--- src/rtl/core/gregorian_day_difference_top_assert.svh ---
// ----------------------------------------------------------------------------
// gregorian_day_difference_top_assert
// Assertion macros for the day difference block.
// ----------------------------------------------------------------------------
`ifndef GREGORIAN_DAY_DIFFERENCE_TOP_ASSERT_SVH
`define GREGORIAN_DAY_DIFFERENCE_TOP_ASSERT_SVH

// Same-cycle implication, checked outside reset.
`define GDD_ASSERT_IMP(lbl, ante, cons) \
   lbl: assert property (@(posedge clock) disable iff (reset) (ante) |-> (cons)) \
      else $error("gdd assertion failed");

// Next-cycle implication, checked outside reset.
`define GDD_ASSERT_NEXT(lbl, ante, cons) \
   lbl: assert property (@(posedge clock) disable iff (reset) (ante) |=> (cons)) \
      else $error("gdd assertion failed");

`endif

--- src/rtl/core/gdd_pkg.sv ---
// ----------------------------------------------------------------------------
// gdd_pkg
// Types, constants and the month table for the Gregorian day difference block.
// ----------------------------------------------------------------------------
`default_nettype none

package gdd_pkg;

   localparam int YearWidth  = 14;
   localparam int MonthWidth = 4;
   localparam int DayWidth   = 5;
   localparam int CountWidth = 22;
   localparam int SerialWidth = 23;
   localparam int Latency    = 4;

   // floor(x / 100) == (x * Recip100) >> RecipShift for x below 43690
   localparam logic [12:0] Recip100   = 13'd5243;
   localparam int          RecipShift = 19;

   localparam logic [4:0] MonthJan = 5'd1;
   localparam logic [4:0] MonthFeb = 5'd2;
   localparam logic [4:0] MonthDec = 5'd12;

   typedef struct packed {
      logic [YearWidth-1:0]  start_year;
      logic [MonthWidth-1:0] start_month;
      logic [DayWidth-1:0]   start_day;
      logic [YearWidth-1:0]  end_year;
      logic [MonthWidth-1:0] end_month;
      logic [DayWidth-1:0]   end_day;
   } req_type;

   typedef struct packed {
      logic [CountWidth-1:0] day_count;
      logic                  order_error;
   } rsp_type;

   // stage 1: products and table lookups for one date
   typedef struct packed {
      logic [YearWidth-1:0] year;
      logic [22:0]          days365;
      logic [12:0]          quad;
      logic [27:0]          cent_prod;
      logic [25:0]          quad400_prod;
      logic [26:0]          year_prod;
      logic [8:0]           month_base;
      logic                 late_month;
      logic [DayWidth-1:0]  day;
   } lane1_type;

   // stage 2: partial serial number and quotients
   typedef struct packed {
      logic [YearWidth-1:0]   year;
      logic [SerialWidth-1:0] partial;
      logic [7:0]             cent_ceil;
      logic [5:0]             quad400_ceil;
      logic [7:0]             cent_floor;
      logic                   late_month;
   } lane2_type;

   function automatic logic [8:0] days_before_month(input logic [MonthWidth-1:0] month);
      logic [8:0] days;
      case (month)
         4'd0, 4'd1: days = 9'd0;
         4'd2:       days = 9'd31;
         4'd3:       days = 9'd59;
         4'd4:       days = 9'd90;
         4'd5:       days = 9'd120;
         4'd6:       days = 9'd151;
         4'd7:       days = 9'd181;
         4'd8:       days = 9'd212;
         4'd9:       days = 9'd243;
         4'd10:      days = 9'd273;
         4'd11:      days = 9'd304;
         default:    days = 9'd334;
      endcase
      return days;
   endfunction

endpackage

`default_nettype wire

--- src/rtl/core/gregorian_day_difference_top.sv ---
// ----------------------------------------------------------------------------
// gregorian_day_difference_top
// Days between two Gregorian dates, as a four-stage pipeline.
// ----------------------------------------------------------------------------
// Usage:
//   Drive req_item with start and end dates and raise start. The transfer
//   happens at a rising edge where start is high and busy is low.
//   Each date becomes a serial day number: 365 per year plus leap days
//   (quotient by 4 by a shift, by 100 and 400 by reciprocal multiplies),
//   plus the days before the month and the day field. The result is end
//   minus start (all ones if too large), or zero with order_error set
//   when the end date is earlier. The result appears on rsp_item with
//   rsp_valid high for one cycle, after the four register stages
//   (multiply, quotient and sum, leap correction, compare). One transfer
//   per cycle is taken while busy is low; throughput is one item per clock.
//   Reset: synchronous, active high; clears all stage valids and holds busy
//   high for the cycle after reset. Items in flight are dropped.
//   The receiver cannot stall: every result is presented exactly once.
// ----------------------------------------------------------------------------
`default_nettype none

module gregorian_day_difference_top
   import gdd_pkg::*;
(
   input  wire logic    clock,
   input  wire logic    reset,
   input  wire logic    start,
   input  wire req_type req_item,
   output logic         busy,
   output logic         rsp_valid,
   output rsp_type      rsp_item
);

   logic      busy_ff;
   logic      s1_valid_ff, s2_valid_ff, s3_valid_ff, s4_valid_ff;
   logic      accept;

   lane1_type s1_ff [2];
   lane1_type s1_in [2];
   lane2_type s2_ff [2];
   lane2_type s2_in [2];
   logic [SerialWidth-1:0] s3_ff [2];
   logic [SerialWidth-1:0] s3_in [2];
   rsp_type   s4_ff;
   rsp_type   s4_in;

   logic [YearWidth-1:0]  yr    [2];
   logic [MonthWidth-1:0] mon   [2];
   logic [DayWidth-1:0]   dy    [2];
   logic [14:0]           cent_sum [2];
   logic [14:0]           quad_sum [2];
   logic [14:0]           q400_sum [2];
   logic [14:0]           rem100   [2];
   logic                  leap     [2];
   logic [SerialWidth-1:0] diff;

   assign accept = start && !busy_ff;

   // stage 1: multiplies and month table
   always_comb begin
      yr[0]  = req_item.start_year;
      mon[0] = req_item.start_month;
      dy[0]  = req_item.start_day;
      yr[1]  = req_item.end_year;
      mon[1] = req_item.end_month;
      dy[1]  = req_item.end_day;
      for (int i = 0; i < 2; i++) begin
         cent_sum[i] = 15'(yr[i]) + 15'd99;
         quad_sum[i] = 15'(yr[i]) + 15'd3;
         q400_sum[i] = 15'(yr[i]) + 15'd399;
         s1_in[i].year         = yr[i];
         s1_in[i].days365      = 23'(yr[i]) * 23'd365;
         s1_in[i].quad         = quad_sum[i][14:2];
         s1_in[i].cent_prod    = 28'(cent_sum[i]) * 28'(Recip100);
         s1_in[i].quad400_prod = 26'(q400_sum[i][14:2]) * 26'(Recip100);
         s1_in[i].year_prod    = 27'(yr[i]) * 27'(Recip100);
         s1_in[i].month_base   = days_before_month(mon[i]);
         s1_in[i].late_month   = 5'(mon[i]) > MonthFeb;
         s1_in[i].day          = dy[i];
      end
   end

   // stage 2: quotients and partial sum
   always_comb begin
      for (int i = 0; i < 2; i++) begin
         s2_in[i].year         = s1_ff[i].year;
         s2_in[i].partial      = s1_ff[i].days365 + 23'(s1_ff[i].quad)
                               + 23'(s1_ff[i].month_base) + 23'(s1_ff[i].day);
         s2_in[i].cent_ceil    = s1_ff[i].cent_prod[RecipShift+7:RecipShift];
         s2_in[i].quad400_ceil = s1_ff[i].quad400_prod[RecipShift+5:RecipShift];
         s2_in[i].cent_floor   = s1_ff[i].year_prod[RecipShift+7:RecipShift];
         s2_in[i].late_month   = s1_ff[i].late_month;
      end
   end

   // stage 3: leap test and serial number
   always_comb begin
      for (int i = 0; i < 2; i++) begin
         rem100[i] = 15'(s2_ff[i].year) - 15'(s2_ff[i].cent_floor) * 15'd100;
         leap[i]   = (s2_ff[i].year[1:0] == 2'b00)
                   && ((rem100[i] != 15'd0) || (s2_ff[i].cent_floor[1:0] == 2'b00));
         s3_in[i]  = s2_ff[i].partial - 23'(s2_ff[i].cent_ceil)
                   + 23'(s2_ff[i].quad400_ceil)
                   + 23'(leap[i] && s2_ff[i].late_month);
      end
   end

   // stage 4: compare, subtract, saturate
   always_comb begin
      diff = s3_ff[1] - s3_ff[0];
      if (s3_ff[1] < s3_ff[0]) begin
         s4_in.day_count   = '0;
         s4_in.order_error = 1'b1;
      end else if (diff[SerialWidth-1]) begin
         s4_in.day_count   = '1;
         s4_in.order_error = 1'b0;
      end else begin
         s4_in.day_count   = diff[CountWidth-1:0];
         s4_in.order_error = 1'b0;
      end
   end

   always_ff @(posedge clock) begin
      if (reset) begin
         busy_ff     <= 1'b1;
         s1_valid_ff <= 1'b0;
         s2_valid_ff <= 1'b0;
         s3_valid_ff <= 1'b0;
         s4_valid_ff <= 1'b0;
      end else begin
         busy_ff     <= 1'b0;
         s1_valid_ff <= accept;
         s2_valid_ff <= s1_valid_ff;
         s3_valid_ff <= s2_valid_ff;
         s4_valid_ff <= s3_valid_ff;
      end
   end

   always_ff @(posedge clock) begin
      s1_ff <= s1_in;
      s2_ff <= s2_in;
      s3_ff <= s3_in;
      s4_ff <= s4_in;
   end

   assign busy      = busy_ff;
   assign rsp_valid = s4_valid_ff;
   assign rsp_item  = s4_ff;

`include "gregorian_day_difference_top_assert.svh"

   `GDD_ASSERT_IMP(a_rsp_follows_transfer, rsp_valid, $past(start && !busy, Latency))
   `GDD_ASSERT_IMP(a_transfer_gives_rsp, start && !busy, ##4 rsp_valid)
   `GDD_ASSERT_NEXT(a_stage_advance, s2_valid_ff, s3_valid_ff)

endmodule

`default_nettype wire
--- config.mk ---
export PLATFORM = sky130hd
export DESIGN_NAME = gregorian_day_difference_top
export DESIGN_NICKNAME = d
export VERILOG_FILES = /design/src/rtl/core/gdd_pkg.sv /design/src/rtl/core/gregorian_day_difference_top.sv
export VERILOG_INCLUDE_DIRS = /design/src /design/src/rtl/core
export SDC_FILE = /design/constraint.sdc
export NUM_CORES = 2
export LEC_CHECK = 0
export BUFFER_PORTS_ARGS = -buffer_cell sky130_fd_sc_hd__buf_4
export CAP_MARGIN = 0
export CORE_ASPECT_RATIO = 1.1
export CORE_MARGIN = 2
export CORE_UTILIZATION = 28
export DETAILED_ROUTE_END_ITERATION = 8
export GPL_TIMING_DRIVEN = 1
export PLACE_DENSITY_LB_ADDON = 0.05
export SLEW_MARGIN = 40
export SYNTH_ARGS = -nofsm -noshare
export SYNTH_HDL_FRONTEND = slang
export SYNTH_SLANG_ARGS = --single-unit
--- constraint.sdc ---
create_clock -name clock -period 25.1 [get_ports clock]
set_input_delay 7.53 -clock clock [delete_from_list [all_inputs] [get_ports clock]]
set_output_delay 7.53 -clock clock [all_outputs]
set_load 0.02 [all_outputs]
[After elaboration in Yosys (flattened, before gate mapping)]
Memories as Yosys holds them, arrays and structs flattened. A register that Yosys moved wholly into a read port is not among the register bits.
Index checks and enable logic that the tools add are counted.
Word-level totals
  flip-flop bits (word level): 464
  memory bits (read-only): 288
  input bits: 49
  output and inout bits: 25
  logic and storage cells: 89
  memories: 2
Memory list
  (name not given): depth 16, bits a word 9, read ports 1, clocked after memory_dff 1, wr ports 0, line gdd_pkg.sv:63  | case (month)
  (name not given): depth 16, bits a word 9, read ports 1, clocked after memory_dff 1, wr ports 0, line gdd_pkg.sv:63
Operators by class
  add/subtract/negate cells: 21
  $mul: 10
  order comparisons: 3
  muxes and demuxes: 2
  reductions and logical operators: 14
Operators with widths (number)
  multiplier 14 x 13 -> 27 bit, second input constant: 2
  multiplier 15 x 13 -> 27 bit, second input constant: 2
  multiplier 13 x 13 -> 25 bit, second input constant: 2
  adder 23 x 1 -> 23 bit: 2
  adder 23 x 13 -> 23 bit: 2
  adder 23 x 5 -> 23 bit: 2
  adder 23 x 6 -> 23 bit: 2
  adder 23 x 9 -> 23 bit: 2
  multiplier 14 x 9 -> 23 bit, second input constant: 2
  subtractor 23 x 8 -> 23 bit: 2
  adder 14 x 2 -> 15 bit, second input constant: 2
  adder 14 x 7 -> 15 bit, second input constant: 2
  adder 14 x 9 -> 15 bit, second input constant: 2
  nonzero test 15 bit: 2
  subtractor 14 x 15 -> 15 bit: 2
  multiplier 8 x 5 -> 13 bit, second input constant: 2
  less-than comparator 23 bit: 1
  2-to-1 mux 23 bit: 1
  subtractor 23 bit: 1
  greater-than comparator 4 x 2 -> 1 bit, second input constant: 2
  zero test 2 bit: 4
  logical AND 1 bit: 5
  logical OR 1 bit: 2
  zero test 1 bit: 1
  2-to-1 mux 1 bit: 1

[Logic depth before layout (Yosys ltp)]
  depth after elaboration: 7
  gate-level depth with buffers: 30
  gate-level depth less buffers: 30

[Least setup slack after synthesis]
OpenSTA, ideal clock, no wires.
  path type: in2reg
  from: in req_item[11] in the netlist's numbering
  to: reg s1_ff[66] in the netlist's numbering
  setup time: 0.072 ns
  data arrival time: 13.498 ns
  data required time: 25.028 ns
  setup slack: 11.530 ns
  stages: 28
  cells stage by stage: inv_1 ha_1 inv_1 o21ai_0 nand3_1 nand2_1 a21o_1 nand2_1 xnor2_1 inv_1 fa_1 inv_1 ha_1 fa_1 inv_1 fa_1 fa_1 inv_1 ha_1 a21o_1 a21o_1 a211oi_1 o21ba_2 a311oi_1 o41ai_1 o21bai_1 a21oi_1 xnor2_1
RTL lines
  start: declaration: line gregorian_day_difference_top.sv:28  | input wire req_type req_item,
  end signal: assignment: line gregorian_day_difference_top.sv:140  | s1_ff <= s1_in;
  end: declaration: line gregorian_day_difference_top.sv:38  | lane1_type s1_ff [2];

==> impl_metrics.tcl <==
set metrics [dict create \
    slew_headroom_pct 43.8 \
    syn2layout_area_growth_pct 11.9 \
    synth_seq_cells 364 \
    maxCapViolations 0 \
    die-area_sq_um 148000 \
    cts_sinks 364 \
    cts-root-buf "clkbuf_16" \
    vias 25900 \
    layout_setup_ws_ns 10.93 \
    rsz0062_at_grt "false" \
    cp_top_family "adder cells" \
    hold_viol_final 0 \
    utilization_pct 31.6 \
    endpoint_kind "register" \
    die_height_microns 403 \
    tns_ns 0 \
    grt_usage_pct 14.7 \
    cts_resized 0 \
    ant_nets 0 \
    status "finished clean" \
    ff2ff_path_depth 26 \
    grt_pass1_wl_mm 167 \
    arrival_ns 14.64 \
    final_common_cell "inv_1" \
    placed_area_sq_um 43700 \
    fin_area_sq_um 45400 \
    clk_pin_slew_ns 0.06 \
    ioPinCount 74 \
    setup_viol 0 \
    finClkSkew_ns 0.0228 \
    period_needed_ns 14.17 \
    clock_latency_ns 0.60 \
    dp_hpwl_mm 93.1 \
    firstDrtPassIters 7 \
    r2r_start "s2_ff[2]$_DFF_P_" \
    n_antenna_cell 0 \
    fin_crit_sh_pct 56.5 \
    grt_pass1_vias 28600 \
    cts_setup_buffers 0 \
    pre_cts_ws_ns 10.40 \
    nets 5627 \
    io_buffers 73 \
    cpMostUsedCell "fa_1" \
    cts_max_level 2 \
    grt_max_degree 24 \
    initial_core_util_pct 28.2 \
    gp_congestion 0.799 \
    hp-class "reg -> reg" \
    cp-startpoint "req_item[32]" \
    drv_slew 0 \
    cp_num_cells 25 \
    antenna_found_initial 1 \
    synth_cell_types 76 \
    max_freq_mhz 70.6 \
    ys_seq_area_share_pct 17.9 \
    worstMarginPinSlew_ns 0.837 \
    final_cell_mix "996 x inv_1, 904 x ha_1, 505 x fa_1" \
    crit_slowest_cell "fa_1" \
    critPathMaxStageDelay_ns 0.56 \
    holdBufCountCts 0 \
    tritoncts "built" \
    critPathKind "in -> reg" \
    synth-edff-count 0 \
    avgSynthCellArea_sq_um 10.1 \
    required_ns 25.57 \
    syn_inst 4038 \
    synth_ff_type "dfxtp_1" \
    synthArstFlopShare_pct 0 \
    first_iter_violations 797 \
    clockBufferDepth 3 \
    cp_max_fo 12 \
    drive_gt1_share_pct 4.82 \
    drcViolationCount 0 \
    overflow 0 \
    yosysWarnings 0 \
    viasPerCell 4.22 \
    synth_fp_nets 5496 \
    core_area_sq_um 144000 \
    critPathBufInv 4 \
    hold_path_depth 0 \
    row_count 146 \
    start_kind "input port" \
    post_drt_wl_per_cell_microns 17.2 \
    wl_mm 106 \
    cts_inserted_buffers 48 \
    hold_start "s1_ff[180]$_DFF_P_" \
    syn_area_sq_um 40600 \
    die_w_microns 367 \
]
==> worst reg2reg max path, stage by stage, from the launching register on <==
cell and delay [ns]:
dfxtp_1 0.52, ha_1 0.30, ha_1 0.28, ha_1 0.32, ha_1 0.28, a21o_1 0.18
a21oi_1 0.22, o21bai_1 0.10, a21oi_1 0.23, xnor2_1 0.16, ha_1 0.31, a21oi_1 0.33
o2111ai_1 0.13, or4_1 0.53, a2111oi_0 0.54, a21oi_1 0.24, fa_1 0.51, fa_1 0.48
a21o_1 0.22, nand4_1 0.13, nand3_1 0.18, nand4_1 0.19, nand3_1 0.15, a31oi_1 0.27
o211ai_1 0.14, a21oi_1 0.18, xnor2_1 0.22
==> cell usage after synthesis, types with 6 or more instances <==
cell type	instances	area, sq um
o31a_1	6	52.6
a21boi_0	6	45.0
nand4_1	17	106
o21ai_1	34	170
nand2b_1	28	175
fa_1	505	10100
or3_1	15	93.8
or2_2	6	37.5
ha_1	904	11300
nor2_1	111	417
xor2_1	60	526
and3_1	18	113
a21oi_1	166	831
o21bai_1	23	173
inv_1	996	3740
dfxtp_1	364	7290
o31ai_1	10	75.1
o21a_1	35	263
o21ai_0	71	355
mux2i_1	11	110
nor2b_1	50	313
nor4_1	9	56.3
a31oi_1	14	87.6
nand2_1	100	375
a211oi_1	17	128
nand3_1	44	220
nor3_1	38	190
and2_1	8	50.1
a21o_1	58	435
xnor2_1	210	1840
==> final timing paths <==
| path | slack [ns] | endpoint |
|---|---|---|
| min reg2reg | 0.32 | s2_ff[61]$_DFF_P_ |
| min | 0.32 | s2_ff[61]$_DFF_P_ |
| max | 10.93 | s1_ff[239]$_DFF_P_ |
| max reg2reg | 17.61 | s3_ff[22]$_DFF_P_ |
==> cells by family after synthesis <==
| logic type | after synthesis | synth area share, % |
|---|---|---|
| AND/OR/NAND/NOR | 466 | 5.72 |
| multiplexers | 15 | 0.382 |
| adder cells (fa/ha/maj) | 1409 | 52.8 |
| XOR/XNOR | 270 | 5.82 |
| buffers and inverters | 1005 | 9.30 |
| AO/OA/AOI/OAI | 509 | 8.08 |
| flip-flops | 364 | 17.9 |
==> per-layer routing <==
metal  part of all wire (%)  GRT usage [%]  routed length (microns)  vias to the layer above
met5                      0              0                        0                        -
li1                       -              -                        -                    13200
met2                     47           25.2                    50000                      215
met3                    2.1           1.55                     2200                       97
met1                     48           19.9                    51100                    12400
met4                    2.2           3.18                     2320                        0
==> registers in the layout (all words and copies together), names as in the netlist <==
| signal | flops |
|---|---|
| s3_valid_ff | 1 |
| s2_valid_ff | 1 |
| rsp_item | 23 |
| s2_ff | 120 |
| s1_ff | 170 |
| s3_ff | 46 |
| s1_valid_ff | 1 |
| busy | 1 |
| rsp_valid | 1 |
==> through the flow <==
stage / cells / hold WS (ns)
after floorplan: 4038 / 0.310
after CTS: 6133 / 0.323
after global placement: 6043 / 0.310
after global routing: 6133 / 0.329
after detailed placement: 6043 / 0.312
final: 6133 / 0.320
==> area by class of cell <==
cell class	instances	area, sq um
fillers	15200	98500
multi-input cells	2669	29600
flip-flops and latches	364	7290
inverters	997	3740
well taps	1924	2410
clock buffers	64	1340
repair buffers	89	668
clock inverters	26	348
Power is left out: the tool's default activity adds up to more than one toggle a clock period on the data nets, which glitch-free logic cannot reach.
